--- src/rtl/spdp_pkg.sv ---
// ----------------------------------------------------------------------------
// spdp_pkg: shared types and constants of the pll divider programmer
// constants of the frequency plan, register map and the plan record
// ----------------------------------------------------------------------------
package spdp_pkg;

  localparam logic [29:0] VCO_MAX_HZ  = 30'd900000000;
  localparam logic [19:0] FRAC_DENOM  = 20'd1048575;
  localparam logic [27:0] FREQ_MIN    = 28'd1000000;
  localparam logic [27:0] FREQ_MAX    = 28'd150000000;
  localparam logic [25:0] XTAL_MIN    = 26'd10000000;
  localparam logic [25:0] XTAL_MAX    = 26'd40000000;
  localparam logic [25:0] XTAL_RESET  = 26'd25000000;
  localparam logic [17:0] P1_OFFSET   = 18'd512;

  localparam logic [7:0] CLK_CTRL_BASE = 8'h4C;
  localparam logic [7:0] SRC_PLL_B     = 8'h20;
  localparam logic [7:0] INIT_REG      = 8'd183;
  localparam logic [7:0] INIT_VAL      = 8'hC0;
  localparam logic [7:0] PLL_A_BASE    = 8'd26;
  localparam logic [7:0] PLL_B_BASE    = 8'd34;
  localparam logic [7:0] MS2_BASE      = 8'd58;
  localparam logic [7:0] MS1_BASE      = 8'd50;
  localparam logic [7:0] CLK2_REG      = 8'd18;
  localparam logic [7:0] CLK1_REG      = 8'd17;

  // positions in the write sequence
  localparam logic [4:0] SEQ_INIT      = 5'd0;
  localparam logic [4:0] SEQ_PLL_FIRST = 5'd1;
  localparam logic [4:0] SEQ_MS_FIRST  = 5'd9;
  localparam logic [4:0] SEQ_CLK       = 5'd17;

  // divider step counts for each division
  localparam logic [2:0] DIV1_CYCLES = 3'd3;
  localparam logic [2:0] DIV2_CYCLES = 3'd2;
  localparam logic [2:0] DIV3_CYCLES = 3'd5;
  localparam int         BITS_PER_CYCLE = 4;

  localparam int QUEUE_DEPTH_DEF = 2;

  typedef struct packed {
    logic        bfo;
    logic [17:0] p1;
    logic [19:0] p2;
    logic [17:0] m1;
  } spdp_plan_t;

  typedef enum logic [2:0] {
    F_IDLE,
    F_DIV1,
    F_MUL,
    F_LD2,
    F_DIV2,
    F_DIV3,
    F_FIN
  } spdp_front_e;

endpackage

--- src/rtl/spdp_divider.sv ---
// ----------------------------------------------------------------------------
// spdp_divider: shared restoring divider
// four quotient bits per cycle, preloaded partial remainder
// ----------------------------------------------------------------------------
module spdp_divider import spdp_pkg::*; (
  input  logic        clk_i,
  input  logic        rst_ni,
  input  logic        start_i,
  input  logic [28:0] rem_init_i,
  input  logic [19:0] low_i,
  input  logic [2:0]  cycles_i,
  input  logic [27:0] divisor_i,
  output logic [19:0] quotient_o,
  output logic [27:0] remainder_o,
  output logic        done_o
);

  logic [28:0] r_q, r_d;
  logic [19:0] low_q, low_d;
  logic [19:0] quot_q, quot_d;
  logic [27:0] d_q;
  logic [2:0]  cnt_q;
  logic        done_q;

  always_comb begin
    r_d    = r_q;
    low_d  = low_q;
    quot_d = quot_q;
    for (int i = 0; i < BITS_PER_CYCLE; i++) begin
      r_d   = {r_d[27:0], low_d[19]};
      low_d = {low_d[18:0], 1'b0};
      if (r_d >= {1'b0, d_q}) begin
        r_d    = r_d - {1'b0, d_q};
        quot_d = {quot_d[18:0], 1'b1};
      end else begin
        quot_d = {quot_d[18:0], 1'b0};
      end
    end
  end

  always_ff @(posedge clk_i or negedge rst_ni) begin
    if (!rst_ni) begin
      cnt_q  <= '0;
      done_q <= 1'b0;
    end else begin
      done_q <= 1'b0;
      if (start_i) begin
        cnt_q <= cycles_i;
      end else if (cnt_q != '0) begin
        cnt_q <= cnt_q - 3'd1;
        if (cnt_q == 3'd1) done_q <= 1'b1;
      end
    end
  end

  always_ff @(posedge clk_i) begin
    if (start_i) begin
      r_q    <= rem_init_i;
      low_q  <= low_i;
      quot_q <= '0;
      d_q    <= divisor_i;
    end else if (cnt_q != '0) begin
      r_q    <= r_d;
      low_q  <= low_d;
      quot_q <= quot_d;
    end
  end

  assign quotient_o  = quot_q;
  assign remainder_o = r_q[27:0];
  assign done_o      = done_q;

endmodule

--- src/rtl/spdp_front.sv ---
// ----------------------------------------------------------------------------
// spdp_front: request intake and frequency plan
// clamps inputs, runs the three divisions and packs the pll words
// ----------------------------------------------------------------------------
module spdp_front import spdp_pkg::*; (
  input  logic        clk_i,
  input  logic        rst_ni,
  input  logic        start_i,
  input  logic        operation_i,
  input  logic [27:0] target_frequency_i,
  input  logic [25:0] xtal_i,
  input  logic        full_i,
  output logic        busy_o,
  output logic        push_o,
  output spdp_plan_t  plan_o
);

  localparam logic [28:0] VCO_HI = 29'(VCO_MAX_HZ >> 12);

  spdp_front_e state_q, state_d;
  logic        bfo_q;
  logic [27:0] f_q;
  logic [25:0] x_q;
  logic [9:0]  div_q;
  logic [29:0] pll_q;
  logic [6:0]  mult_q;
  logic [19:0] num_q;

  logic [27:0] f_clamp;
  logic [25:0] x_clamp;
  logic        dv_start;
  logic [28:0] dv_rinit;
  logic [19:0] dv_low;
  logic [2:0]  dv_cycles;
  logic [27:0] dv_divisor;
  logic [19:0] dv_quot;
  logic [27:0] dv_rem;
  logic        dv_done;
  logic [45:0] frac_dvd;

  logic [26:0] t;
  logic [6:0]  q0;
  logic [20:0] s;
  logic        c;
  logic [6:0]  q;

  spdp_divider u_div (
    .clk_i       (clk_i),
    .rst_ni      (rst_ni),
    .start_i     (dv_start),
    .rem_init_i  (dv_rinit),
    .low_i       (dv_low),
    .cycles_i    (dv_cycles),
    .divisor_i   (dv_divisor),
    .quotient_o  (dv_quot),
    .remainder_o (dv_rem),
    .done_o      (dv_done)
  );

  always_comb begin
    f_clamp = target_frequency_i;
    if (f_clamp < FREQ_MIN) f_clamp = FREQ_MIN;
    if (f_clamp > FREQ_MAX) f_clamp = FREQ_MAX;
    x_clamp = xtal_i;
    if (x_clamp < XTAL_MIN) x_clamp = XTAL_MIN;
    if (x_clamp > XTAL_MAX) x_clamp = XTAL_MAX;
    frac_dvd = {dv_rem[25:0], 20'b0} - {20'b0, dv_rem[25:0]};
  end

  always_comb begin
    state_d    = state_q;
    dv_start   = 1'b0;
    dv_rinit   = '0;
    dv_low     = '0;
    dv_cycles  = '0;
    dv_divisor = {2'b0, x_q};
    push_o     = 1'b0;
    case (state_q)
      F_IDLE: begin
        if (start_i) begin
          dv_start   = 1'b1;
          dv_rinit   = VCO_HI;
          dv_low     = {VCO_MAX_HZ[11:0], 8'b0};
          dv_cycles  = DIV1_CYCLES;
          dv_divisor = f_clamp;
          state_d    = F_DIV1;
        end
      end
      F_DIV1: if (dv_done) state_d = F_MUL;
      F_MUL:  state_d = F_LD2;
      F_LD2: begin
        dv_start  = 1'b1;
        dv_rinit  = {7'b0, pll_q[29:8]};
        dv_low    = {pll_q[7:0], 12'b0};
        dv_cycles = DIV2_CYCLES;
        state_d   = F_DIV2;
      end
      F_DIV2: begin
        if (dv_done) begin
          dv_start  = 1'b1;
          dv_rinit  = {3'b0, frac_dvd[45:20]};
          dv_low    = frac_dvd[19:0];
          dv_cycles = DIV3_CYCLES;
          state_d   = F_DIV3;
        end
      end
      F_DIV3: if (dv_done) state_d = F_FIN;
      F_FIN: begin
        if (!full_i) begin
          push_o  = 1'b1;
          state_d = F_IDLE;
        end
      end
      default: state_d = F_IDLE;
    endcase
  end

  always_ff @(posedge clk_i or negedge rst_ni) begin
    if (!rst_ni) state_q <= F_IDLE;
    else         state_q <= state_d;
  end

  always_ff @(posedge clk_i) begin
    if (state_q == F_IDLE && start_i) begin
      bfo_q <= operation_i;
      f_q   <= f_clamp;
      x_q   <= x_clamp;
    end
    // divider rounded down to even
    if (state_q == F_DIV1 && dv_done) div_q <= {dv_quot[9:1], 1'b0};
    if (state_q == F_MUL) pll_q <= 30'(div_q * f_q);
    if (state_q == F_DIV2 && dv_done) mult_q <= dv_quot[6:0];
    if (state_q == F_DIV3 && dv_done) num_q <= dv_quot;
  end

  // q = floor(128*num / (2^20-1)) via shift plus one correction
  always_comb begin
    t  = {num_q, 7'b0};
    q0 = t[26:20];
    s  = {1'b0, t[19:0]} + {14'b0, q0};
    c  = (s >= {1'b0, FRAC_DENOM});
    q  = q0 + {6'b0, c};
    plan_o.bfo = bfo_q;
    plan_o.p2  = c ? 20'(s - {1'b0, FRAC_DENOM}) : s[19:0];
    plan_o.p1  = {4'b0, mult_q, 7'b0} + {11'b0, q} - P1_OFFSET;
    plan_o.m1  = {1'b0, div_q, 7'b0} - P1_OFFSET;
  end

  assign busy_o = (state_q != F_IDLE);

endmodule

--- src/rtl/spdp_fifo.sv ---
// ----------------------------------------------------------------------------
// spdp_fifo: plan queue between front and back
// small register queue of packed plan records
// ----------------------------------------------------------------------------
module spdp_fifo import spdp_pkg::*; #(
  parameter int DEPTH = QUEUE_DEPTH_DEF
) (
  input  logic       clk_i,
  input  logic       rst_ni,
  input  logic       push_i,
  input  spdp_plan_t data_i,
  input  logic       pop_i,
  output spdp_plan_t head_o,
  output logic       empty_o,
  output logic       full_o
);

  localparam int PW = (DEPTH > 1) ? $clog2(DEPTH) : 1;
  localparam int CW = $clog2(DEPTH + 1);
  localparam logic [PW-1:0] LAST = PW'(DEPTH - 1);

  spdp_plan_t      mem_q [DEPTH];
  logic [PW-1:0]   wptr_q, rptr_q;
  logic [CW-1:0]   cnt_q;

  always_ff @(posedge clk_i or negedge rst_ni) begin
    if (!rst_ni) begin
      wptr_q <= '0;
      rptr_q <= '0;
      cnt_q  <= '0;
    end else begin
      if (push_i) wptr_q <= (wptr_q == LAST) ? '0 : wptr_q + PW'(1);
      if (pop_i)  rptr_q <= (rptr_q == LAST) ? '0 : rptr_q + PW'(1);
      if (push_i && !pop_i)      cnt_q <= cnt_q + CW'(1);
      else if (pop_i && !push_i) cnt_q <= cnt_q - CW'(1);
    end
  end

  always_ff @(posedge clk_i) begin
    if (push_i) mem_q[wptr_q] <= data_i;
  end

  assign head_o  = mem_q[rptr_q];
  assign empty_o = (cnt_q == '0);
  assign full_o  = (cnt_q == CW'(DEPTH));

endmodule

--- src/rtl/spdp_back.sv ---
// ----------------------------------------------------------------------------
// spdp_back: register write sequencer
// walks the write list of the queue head, one write per cycle
// ----------------------------------------------------------------------------
module spdp_back import spdp_pkg::*; (
  input  logic       clk_i,
  input  logic       rst_ni,
  input  spdp_plan_t head_i,
  input  logic       empty_i,
  output logic       pop_o,
  output logic       strobe_o,
  output logic [7:0] reg_address_o,
  output logic [7:0] reg_data_o,
  output logic       last_write_o
);

  logic [4:0] seq_q, seq_d;
  logic [4:0] e;
  logic [2:0] i;
  logic [7:0] addr, data;
  logic       strobe_q;
  logic [7:0] addr_q, data_q;
  logic       last_q;

  always_comb begin
    // lo sequence has no init write
    e = (seq_q == SEQ_INIT && !head_i.bfo) ? SEQ_PLL_FIRST : seq_q;
    i = '0;
    addr = INIT_REG;
    data = INIT_VAL;
    if (e == SEQ_INIT) begin
      addr = INIT_REG;
      data = INIT_VAL;
    end else if (e < SEQ_MS_FIRST) begin
      i    = 3'(e - SEQ_PLL_FIRST);
      addr = (head_i.bfo ? PLL_B_BASE : PLL_A_BASE) + {5'b0, i};
      case (i)
        3'd0:    data = FRAC_DENOM[15:8];
        3'd1:    data = FRAC_DENOM[7:0];
        3'd2:    data = {6'b0, head_i.p1[17:16]};
        3'd3:    data = head_i.p1[15:8];
        3'd4:    data = head_i.p1[7:0];
        3'd5:    data = {FRAC_DENOM[19:16], head_i.p2[19:16]};
        3'd6:    data = head_i.p2[15:8];
        default: data = head_i.p2[7:0];
      endcase
    end else if (e < SEQ_CLK) begin
      i    = 3'(e - SEQ_MS_FIRST);
      addr = (head_i.bfo ? MS1_BASE : MS2_BASE) + {5'b0, i};
      case (i)
        3'd1:    data = 8'd1;
        3'd2:    data = {6'b0, head_i.m1[17:16]};
        3'd3:    data = head_i.m1[15:8];
        3'd4:    data = head_i.m1[7:0];
        default: data = 8'd0;
      endcase
    end else begin
      addr = head_i.bfo ? CLK1_REG : CLK2_REG;
      data = head_i.bfo ? (CLK_CTRL_BASE | SRC_PLL_B) : CLK_CTRL_BASE;
    end
    pop_o = !empty_i && (e == SEQ_CLK);
    seq_d = seq_q;
    if (!empty_i) seq_d = (e == SEQ_CLK) ? SEQ_INIT : e + 5'd1;
  end

  always_ff @(posedge clk_i or negedge rst_ni) begin
    if (!rst_ni) begin
      seq_q    <= SEQ_INIT;
      strobe_q <= 1'b0;
    end else begin
      seq_q    <= seq_d;
      strobe_q <= !empty_i;
    end
  end

  always_ff @(posedge clk_i) begin
    addr_q <= addr;
    data_q <= data;
    last_q <= (e == SEQ_CLK);
  end

  assign strobe_o      = strobe_q;
  assign reg_address_o = addr_q;
  assign reg_data_o    = data_q;
  assign last_write_o  = strobe_q && last_q;

endmodule

--- src/rtl/synth_pll_divider_programmer_unit.sv ---
// ----------------------------------------------------------------------------
// synth_pll_divider_programmer_unit: pll and divider register programmer
// turns a channel and frequency request into a burst of register writes
// ----------------------------------------------------------------------------
// the first write strobe follows the three divisions, the queue push and the output register
// a request emits 18 writes (bfo) or 17 writes (lo), one per cycle
// intake takes a new request only when the front is idle, once the shared divider has run all
// three divisions and the plan is pushed; over many requests the write burst sets the pace
// results are never stalled: the receiver takes every strobe
// reset (async, active low) empties the queue and loads the 25 MHz crystal
module synth_pll_divider_programmer_unit import spdp_pkg::*; #(
  parameter int QUEUE_DEPTH = QUEUE_DEPTH_DEF
) (
  input  logic        clk_i,
  input  logic        rst_ni,
  // request transaction
  input  logic        start,
  output logic        busy,
  input  logic        operation_i,
  input  logic [27:0] target_frequency_i,
  // crystal frequency register
  input  logic        xtal_frequency_we_i,
  input  logic [25:0] xtal_frequency_i,
  // write transactions
  output logic        strobe_o,
  output logic [7:0]  reg_address_o,
  output logic [7:0]  reg_data_o,
  output logic        last_write_o
);

  logic [25:0] xtal_q;
  spdp_plan_t  plan, head;
  logic        push, pop, empty, full;

  // configuration register, only to be written by the user while idle (unchecked by the block)
  always_ff @(posedge clk_i or negedge rst_ni) begin
    if (!rst_ni)                  xtal_q <= XTAL_RESET;
    else if (xtal_frequency_we_i) xtal_q <= xtal_frequency_i;
  end

  // front: clamp, divide, pack
  spdp_front u_front (
    .clk_i              (clk_i),
    .rst_ni             (rst_ni),
    .start_i            (start),
    .operation_i        (operation_i),
    .target_frequency_i (target_frequency_i),
    .xtal_i             (xtal_q),
    .full_i             (full),
    .busy_o             (busy),
    .push_o             (push),
    .plan_o             (plan)
  );

  // queue lets the front work ahead of the write burst
  spdp_fifo #(.DEPTH(QUEUE_DEPTH)) u_fifo (
    .clk_i   (clk_i),
    .rst_ni  (rst_ni),
    .push_i  (push),
    .data_i  (plan),
    .pop_i   (pop),
    .head_o  (head),
    .empty_o (empty),
    .full_o  (full)
  );

  // back: stream the write list
  spdp_back u_back (
    .clk_i         (clk_i),
    .rst_ni        (rst_ni),
    .head_i        (head),
    .empty_i       (empty),
    .pop_o         (pop),
    .strobe_o      (strobe_o),
    .reg_address_o (reg_address_o),
    .reg_data_o    (reg_data_o),
    .last_write_o  (last_write_o)
  );

endmodule

--- config.mk ---
export PLATFORM = sky130hd
export DESIGN_NAME = synth_pll_divider_programmer_unit
export DESIGN_NICKNAME = d
export VERILOG_FILES = /design/src/rtl/spdp_pkg.sv /design/src/rtl/spdp_divider.sv /design/src/rtl/spdp_front.sv /design/src/rtl/spdp_fifo.sv /design/src/rtl/spdp_back.sv /design/src/rtl/synth_pll_divider_programmer_unit.sv
export SDC_FILE = /design/constraint.sdc
export NUM_CORES = 1
export LEC_CHECK = 0
export BUFFER_PORTS_ARGS = -buffer_cell sky130_fd_sc_hd__buf_2
export CAP_MARGIN = 15
export CORE_ASPECT_RATIO = 1.5
export CORE_MARGIN = 3
export CORE_UTILIZATION = 40
export CTS_BUF_LIST = sky130_fd_sc_hd__clkbuf_4 sky130_fd_sc_hd__clkbuf_8
export CTS_CLUSTER_DIAMETER = 30
export DETAILED_ROUTE_END_ITERATION = 8
export GPL_ROUTABILITY_DRIVEN = 0
export PLACE_DENSITY = 0.64
export SLEW_MARGIN = 25
export SYNTH_ARGS = -nofsm -noshare
export SYNTH_HDL_FRONTEND = slang
export SYNTH_HIERARCHICAL = 1
export SYNTH_SLANG_ARGS = --single-unit
--- constraint.sdc ---
create_clock -name clk_i -period 9.25 [get_ports clk_i]
set_input_delay 2.775 -clock clk_i [delete_from_list [all_inputs] [get_ports clk_i]]
set_output_delay 2.775 -clock clk_i [all_outputs]
set_load 0.1 [all_outputs]
After elaboration in Yosys (flattened, before gate mapping)
Memory sizes are Yosys's and may differ from the RTL's.
Cells that the tools add are included.
- equal/unequal tests: 24
- divide/modulo/power cells: 0
- order comparisons: 11
- bitwise logic cells: 0
- add/sub/neg operators: 21
- reductions and logical operators: 25
- multiply operators: 1
- mux-type cells: 61
- shift-type cells: 0
- operators by type and width (kind ; count):
    $mux W28 ; 8
    $ge A29 B28 Y1 ; 4
    $sub A28 B28 Y28 ; 4
    $mux W26 ; 4
    $mux W20 ; 5
    $pmux W28 S3 ; 1
    $pmux W20 S3 ; 1
    $pmux W8 S6 ; 1
    $sub A46 B26 Y46 ; 1
    $mux W8 ; 4
    $pmux W8 S4 ; 1
    $mul A9 B28 Y29 ; 1
    $gt A28 B28 Y1 const B ; 1
    $lt A28 B20 Y1 const B ; 1
    $gt A26 B26 Y1 const B ; 1
    $lt A26 B24 Y1 const B ; 1
    $mux W3 ; 8
    $add A20 B7 Y21 ; 1
    $eq A3 B3 Y1 const B ; 7
    $ge A21 B20 Y1 const B ; 1
    $pmux W3 S7 ; 1
    $sub A20 B20 Y20 const B ; 1
    $eq A3 B2 Y1 const B ; 6
    $mux W18 ; 1
    other kinds (33) ; 78
- bits in writable memories: 114
- input bits: 59
- word-level logic and storage cells: 168
- flip-flop bits (word level): 276
- output and inout bits: 19
- bits in read-only memories: 0
- memories: 1
- latch bits: 0
- memories (memory ; depth ; bits a word ; read ports ; clocked after memory_dff ; write ports ; line ; source):
    u_fifo.mem_q ; 2 ; 57 ; 1 ; 0 ; 1 ; spdp_fifo.sv:22 ; spdp_plan_t mem_q [DEPTH];

Logic depth before layout (Yosys ltp)
- depth after elaboration: 10
- depth in mapped cells: 50
- mapped depth without buffers: 44

Modules after synthesis
The synthesis kept the hierarchy.
- modules (own cells, without submodules) (module ; sequential area each (um2) ; instances ; cells an instance ; area each (um2)):
    spdp_front ; 3678.5 ; 1 ; 1430 ; 13499.2
    spdp_divider ; 2782.7 ; 1 ; 1275 ; 11053.1
    spdp_fifo ; 3523.4 ; 1 ; 193 ; 4375.4
    spdp_back ; 490.5 ; 1 ; 187 ; 1580.3
    synth_pll_divider_programmer_unit ; 665.6 ; 1 ; 55 ; 1084.8

Worst setup path before layout
Ideal clock, no wire load.
- path type: register to register
- start point: register u_front.u_div.r_q[17]
- end point: register u_front.u_div.r_q[16], data pin
- path slack: -0.948 ns
- data required time: 8.989 ns
- stages on the path, launching flop included: 43
- buffers on the path: 6
- setup time: 0.261 ns
- period minus slack after synthesis: 10.198 ns
- data arrival time: 9.937 ns
- path through: edfxtp_1 > ha_1 > buf_2 > nand4_1 > nor3_1 > a31o_2 > a211oi_1 > a22oi_2 > clkbuf_1 > mux2_2 > ha_1 > nand2_1 > a211oi_1 > o21ai_0 > o21ai_1 > nand3_1 > a21o_1 > nand2_4 > [... 7 more ...] > o21ai_0 > o21ai_2 > buf_4 > buf_4 > mux2_2 > ha_1 > a21o_1 > a21o_1 > a21oi_1 > o21ai_0 > a221oi_1 > a21oi_1 > o31ai_1 > a21boi_0 > a2111oi_4 > buf_4 > nor3_1 > a311o_1
- cells in the longest elaborated chain, start to end: 10
- elaborated cells between the ends (all ways): 17
- those cells by class: 5 x add/sub; 4 x order compare; 8 x mux
- ends and longest elaborated chain (element ; line ; source):
    start, declared ; spdp_divider.sv:18 ; logic [28:0] r_q, r_d;
    start signal, assigned ; spdp_divider.sv:58 ; r_q <= rem_init_i;
    start signal, assigned ; spdp_divider.sv:63 ; r_q <= r_d;
    $sub A28 B28 Y28 or $ge A29 B28 Y1 (tied branches) ; spdp_divider.sv:33, spdp_divider.sv:32 ;
    $mux W28 ; spdp_divider.sv:32 ; if (r_d >= {1'b0, d_q}) begin
    $sub A28 B28 Y28 or $ge A29 B28 Y1 (tied branches) ; spdp_divider.sv:33, spdp_divider.sv:32 ;
    $mux W28 ; spdp_divider.sv:32 ;
    $ge A29 B28 Y1 or $sub A28 B28 Y28 (tied branches) ; spdp_divider.sv:32, spdp_divider.sv:33 ;
    $mux W28 ; spdp_divider.sv:32 ;
    $sub A28 B28 Y28 or $ge A29 B28 Y1 (tied branches) ; spdp_divider.sv:33, spdp_divider.sv:32 ;
    $mux W28 ; spdp_divider.sv:32 ;
    $mux W28 ; spdp_divider.sv:62 ; end else if (cnt_q != '0) begin
    $mux W28 (*) ; spdp_divider.sv:57 ; if (start_i) begin
Mark *: on every way between the ends. The rest lies on a longest branch, timed or not. The select of a mux whose other input is x is not followed.
A chain may end at the register's enable or synchronous reset.

Final worst setup path
- start point: register u_front.u_div.r_q[0]
- end point: register u_front.u_div.r_q[23], data pin
- cells in the longest elaborated chain, start to end: 10
- elaborated cells between the ends (all ways): 17
- those cells by class: 5 x add/sub; 4 x order compare; 8 x mux
- ends and longest elaborated chain (element ; line):
    $sub A28 B28 Y28 or $ge A29 B28 Y1 (tied branches) ; spdp_divider.sv:33, spdp_divider.sv:32
    $mux W28 ; spdp_divider.sv:32
    $sub A28 B28 Y28 or $ge A29 B28 Y1 (tied branches) ; spdp_divider.sv:33, spdp_divider.sv:32
    $mux W28 ; spdp_divider.sv:32
    $sub A28 B28 Y28 or $ge A29 B28 Y1 (tied branches) ; spdp_divider.sv:33, spdp_divider.sv:32
    $mux W28 ; spdp_divider.sv:32
    $sub A28 B28 Y28 or $ge A29 B28 Y1 (tied branches) ; spdp_divider.sv:33, spdp_divider.sv:32
    $mux W28 ; spdp_divider.sv:32
    $mux W28 ; spdp_divider.sv:62
    $mux W28 (*) ; spdp_divider.sv:57
Marks and branches as above.

==> metrics.txt <==
# TYPE chip_impl_metric gauge
chip_impl_info{name="run_status",value="finished, violations left"} 1
chip_impl_info{name="failed_checks",value="negative setup slack"} 1
chip_impl_metric{name="synth-seq-cells",unit=""} 390
chip_impl_metric{name="synth.yosys.seq_area_share",unit=""} 0.353
chip_impl_info{name="cts.root.buffer_cell",value="clkbuf_8"} 1
chip_impl_info{name="synth_area_leaders",value="edfxtp_1 (29%), fa_1 (10%), ha_1 (6.9%)"} 1
chip_impl_metric{name="postSynthAreaPerCell",unit="um^2"} 10.1
chip_impl_metric{name="setup_tns",unit="ns"} -6.16
chip_impl_metric{name="crit_path_max_incr_delay",unit="ns"} 0.53
chip_impl_info{name="dominantRegCellSynth",value="edfxtp_1"} 1
chip_impl_metric{name="ys_warn_count",unit=""} 6
chip_impl_metric{name="first_pass_grt_wire_length",unit="um"} 149000
chip_impl_info{name="yosysTopAreaCell",value="edfxtp_1"} 1
chip_impl_metric{name="postRouteAntennaNets",unit=""} 0
chip_impl_info{name="crit_path_start_kind",value="register"} 1
chip_impl_metric{name="design.die.area",unit="um^2"} 82500
chip_impl_metric{name="worstPathArrival",unit="ns"} 9.96
chip_impl_info{name="hold_path.class",value="register to register"} 1
chip_impl_metric{name="yosys.area.top_type_share",unit=""} 0.295
chip_impl_metric{name="clk_latency",unit="ns"} 0.67
chip_impl_metric{name="syn_inst",unit=""} 3140
chip_impl_metric{name="num_vias",unit=""} 26148
chip_impl_metric{name="grt_start_max_net_pins",unit=""} 83
chip_impl_metric{name="placed_cells",unit=""} 4582
chip_impl_info{name="setup.worst_path.end_class",value="register"} 1
chip_impl_metric{name="edff_count_synth",unit=""} 310
chip_impl_metric{name="drc",unit=""} 0
chip_impl_metric{name="grt_total_ovfl",unit=""} 0
chip_impl_metric{name="worst_slew_margin_rel",unit=""} 0.300
chip_impl_metric{name="fmax",unit="MHz"} 105
chip_impl_metric{name="min_period",unit="ns"} 9.57
chip_impl_metric{name="drive_above_1_share",unit=""} 0.303
chip_impl_metric{name="initial_antenna_violation_count",unit=""} 4
chip_impl_metric{name="synth.distinct_cells",unit=""} 108
chip_impl_metric{name="report.final.slew_viol_count",unit=""} 0
chip_impl_metric{name="worst-endpoint-required",unit="ns"} 9.65
chip_impl_info{name="timing.setup.critical_path_class",value="register to register"} 1
chip_impl_metric{name="worst_slew_pin_slew",unit="ns"} 1.05
chip_impl_metric{name="finish.cell_count_without_fillers",unit=""} 4766
chip_impl_metric{name="final.hold.worst_slack",unit="ns"} 0.428
chip_impl_metric{name="cts-buffers-inserted",unit=""} 77
chip_impl_metric{name="grt_pass1_vias",unit=""} 27035
chip_impl_metric{name="clock_transition_at_the_registers_of_the_reported_paths",unit="ns"} 0.06
chip_impl_metric{name="die_height",unit="um"} 350
chip_impl_metric{name="num_rows",unit=""} 125
chip_impl_metric{name="max-cap-violations",unit=""} 0
chip_impl_metric{name="synth-compound-area-share",unit=""} 0.135
chip_impl_metric{name="final.setup_skew",unit="ns"} 0.0451
chip_impl_info{name="critPathSlowestCell",value="or4_4"} 1
chip_impl_metric{name="drt_pre_antenna_iters",unit=""} 5
chip_impl_metric{name="ioPinCount",unit=""} 78
chip_impl_metric{name="simple_gate_share_of_the_synthesized_area",unit=""} 0.153
chip_impl_metric{name="timing.final.setup_violations",unit=""} 28
chip_impl_metric{name="synth-async-reset-ratio",unit=""} 0.110
chip_impl_metric{name="worst-path-max-fanout",unit=""} 19
chip_impl_metric{name="cts.htree.levels",unit=""} 3
chip_impl_metric{name="timing.final.crit_share",unit=""} 1.03
chip_impl_metric{name="global_route.usage.total",unit=""} 0.233
chip_impl_metric{name="synth.mux.area_fraction",unit=""} 0.0750
chip_impl_info{name="tritoncts",value="yes"} 1
chip_impl_metric{name="areaGrowthSynthToFinish",unit="%"} 25.6
chip_impl_metric{name="total_wire_length",unit="um"} 98200
chip_impl_metric{name="detailedRoute.firstIterationViolations",unit=""} 1558
chip_impl_metric{name="hold_viol_final",unit=""} 0
chip_impl_metric{name="cts_num_sinks",unit=""} 390
chip_impl_metric{name="dr_vias_cell",unit=""} 5.49
chip_impl_metric{name="fin_nets",unit=""} 4078
chip_impl_metric{name="cts_hold_repair.buffers",unit=""} 0
chip_impl_metric{name="clock_tree.buffer_depth",unit=""} 3
chip_impl_metric{name="final_core_utilization",unit=""} 0.509
chip_impl_metric{name="wire_per_inst",unit="um"} 20.6
chip_impl_info{name="combinational_family_with_the_most_area_after_synthesis",value="adder cells"} 1
chip_impl_info{name="unrepaired_setup_endpoints_after_global_routing",value="true"} 1
chip_impl_metric{name="final.setup.worst_slack",unit="ns"} -0.319
chip_impl_metric{name="die_width",unit="um"} 235
chip_impl_metric{name="floorplan.initialDensity",unit=""} 0.406
chip_impl_metric{name="dp_hpwl",unit="um"} 76000
chip_impl_metric{name="synth-adder-area-share",unit=""} 0.172
chip_impl_metric{name="placeable_area",unit="um^2"} 77900
chip_impl_metric{name="port-buffer-count",unit=""} 77
chip_impl_metric{name="synth-xor-area-share",unit=""} 0.0518
chip_impl_metric{name="area_of_the_mapped_netlist",unit="um^2"} 31600
[state kept, by name, indices dropped and copies added, names as in the netlist, 5 cells and up]
| signal | count |
|---|---|
| u_back/reg_address_o | 8 |
| u_back/reg_data_o | 8 |
| u_back/seq_q | 5 |
| u_front/num_q | 20 |
| u_fifo/mem_q | 114 |
| u_front/x_q | 26 |
| u_front/u_div/low_q | 20 |
| u_front/pll_q | 29 |
| xtal_q | 26 |
| u_front/div_q | 9 |
| u_front/f_q | 28 |
| u_front/mult_q | 7 |
| u_front/u_div/quotient_o | 20 |
| u_front/u_div/r_q | 28 |
| u_front/u_div/d_q | 28 |
[cells in the mapped netlist, types with 13 or more instances]
| master | number |
|---|---|
| nor3_1 | 67 |
| a22o_1 | 17 |
| nand2_1 | 289 |
| nor2b_1 | 28 |
| nand2b_1 | 18 |
| and3_1 | 29 |
| nor4_1 | 20 |
| nor2_1 | 150 |
| o311ai_0 | 15 |
| o211ai_1 | 13 |
| buf_4 | 38 |
| nand3_1 | 61 |
| o21a_1 | 28 |
| a21o_1 | 56 |
| clkbuf_1 | 71 |
| ha_1 | 174 |
| mux2_2 | 133 |
| xnor2_1 | 112 |
| or3_1 | 22 |
| o21bai_1 | 26 |
| dfrtp_1 | 31 |
| buf_2 | 25 |
| a21oi_1 | 179 |
| dfxtp_1 | 37 |
| mux2_4 | 42 |
| and2_1 | 177 |
| nand4_1 | 32 |
| a31oi_1 | 26 |
| o21ai_0 | 125 |
| a211oi_1 | 17 |
| edfxtp_1 | 310 |
| fa_1 | 162 |
| xor2_1 | 73 |
| inv_1 | 286 |
| mux2i_1 | 24 |
[timing repair]
action / 4_1_cts / 5_1_grt
gates cloned: 3 / 0
resized for setup: 125 / 91
pin swaps: 84 / 74
endpoints found under the setup margin: 29 / 29
buffers inserted: 27 / 12
hold endpoints to repair: 0 / 0
[layer usage]
metal  part of all wire  global-route usage
met3              0.040              0.0295
met2               0.52               0.436
met1               0.35               0.233
met4              0.093               0.182
met5            0.00013                   0
[metrics by stage]
step                setup slack, ns  cell area, um^2
finish                       -0.319            39700
global route                 -0.616            39700
CTS                          -0.191            39100
detailed placement           -0.892            36400
global placement             -0.597            36400
floorplan                   0.00266            31900
[final cells by class]
type	instances	area [um^2]
diodes	3	7.51
clock buffers	96	1230
clock inverters	47	579
fillers	7042	38200
inverters	289	1090
multi-input cells	2318	19800
flip-flops and latches	390	11100
well taps	1016	1270
repair buffers	607	4530
[logic make-up after synthesis]
kind of cell,Yosys count
AOI/OAI and AO/OA,635
xor gates and xnor gates,186
adders and majority gates,336
buffers and inverters,441
DFF,390
muxes,199
other,1
and+or+nand+nor,952
[worst paths after layout]
path	end	cells after the start	start	slack, ns
worst max-delay path	u_front/u_div/r_q[23]	46	u_front/u_div/r_q[0]	-0.32
worst min-delay path	u_fifo/mem_q[0][45]	0	u_front/mult_q[0]	0.43
worst max register to register	u_front/u_div/r_q[23]	46	u_front/u_div/r_q[0]	-0.32
worst min register to register	u_fifo/mem_q[0][45]	0	u_front/mult_q[0]	0.43
max in group asynchronous	u_fifo/rptr_q	2	rst_ni	6.55
min in group asynchronous	xtal_q[17]	2	rst_ni	2.22
[placed cells by master, fill, tap and decap left out, types with 18 or more instances in the layout]
master / n
fa_1: 161
dfrtp_1: 30
a31oi_1: 25
o21a_1: 28
nand4_1: 32
nor2b_1: 26
ha_1: 134
mux2i_1: 19
nor3_1: 59
mux2_2: 126
or3_1: 20
buf_4: 504
ha_4: 38
nor2_1: 145
dfxtp_1: 37
buf_6: 18
a21o_1: 55
nand3_1: 47
clkbuf_8: 82
inv_1: 281
xnor2_1: 111
and3_1: 29
nand2b_1: 18
buf_2: 77
o21bai_1: 25
a21oi_1: 163
mux2_4: 49
nand2_1: 283
o21ai_0: 108
xor2_1: 73
and2_1: 175
edfxtp_1: 310
[critical path, delay by kind of cell (launching register included)]
kind	cells	cell delay, ns
flip-flops	1	0.52
buffers and inverters	11	1.76
adder cells (fa/ha/maj)	4	1.07
multiplexers	2	0.64
AO/OA/AOI/OAI	20	3.89
AND/OR/NAND/NOR	9	1.36
Power is not shown: default switching activity piles up to over one toggle a cycle in this logic, so the estimate is an artifact.
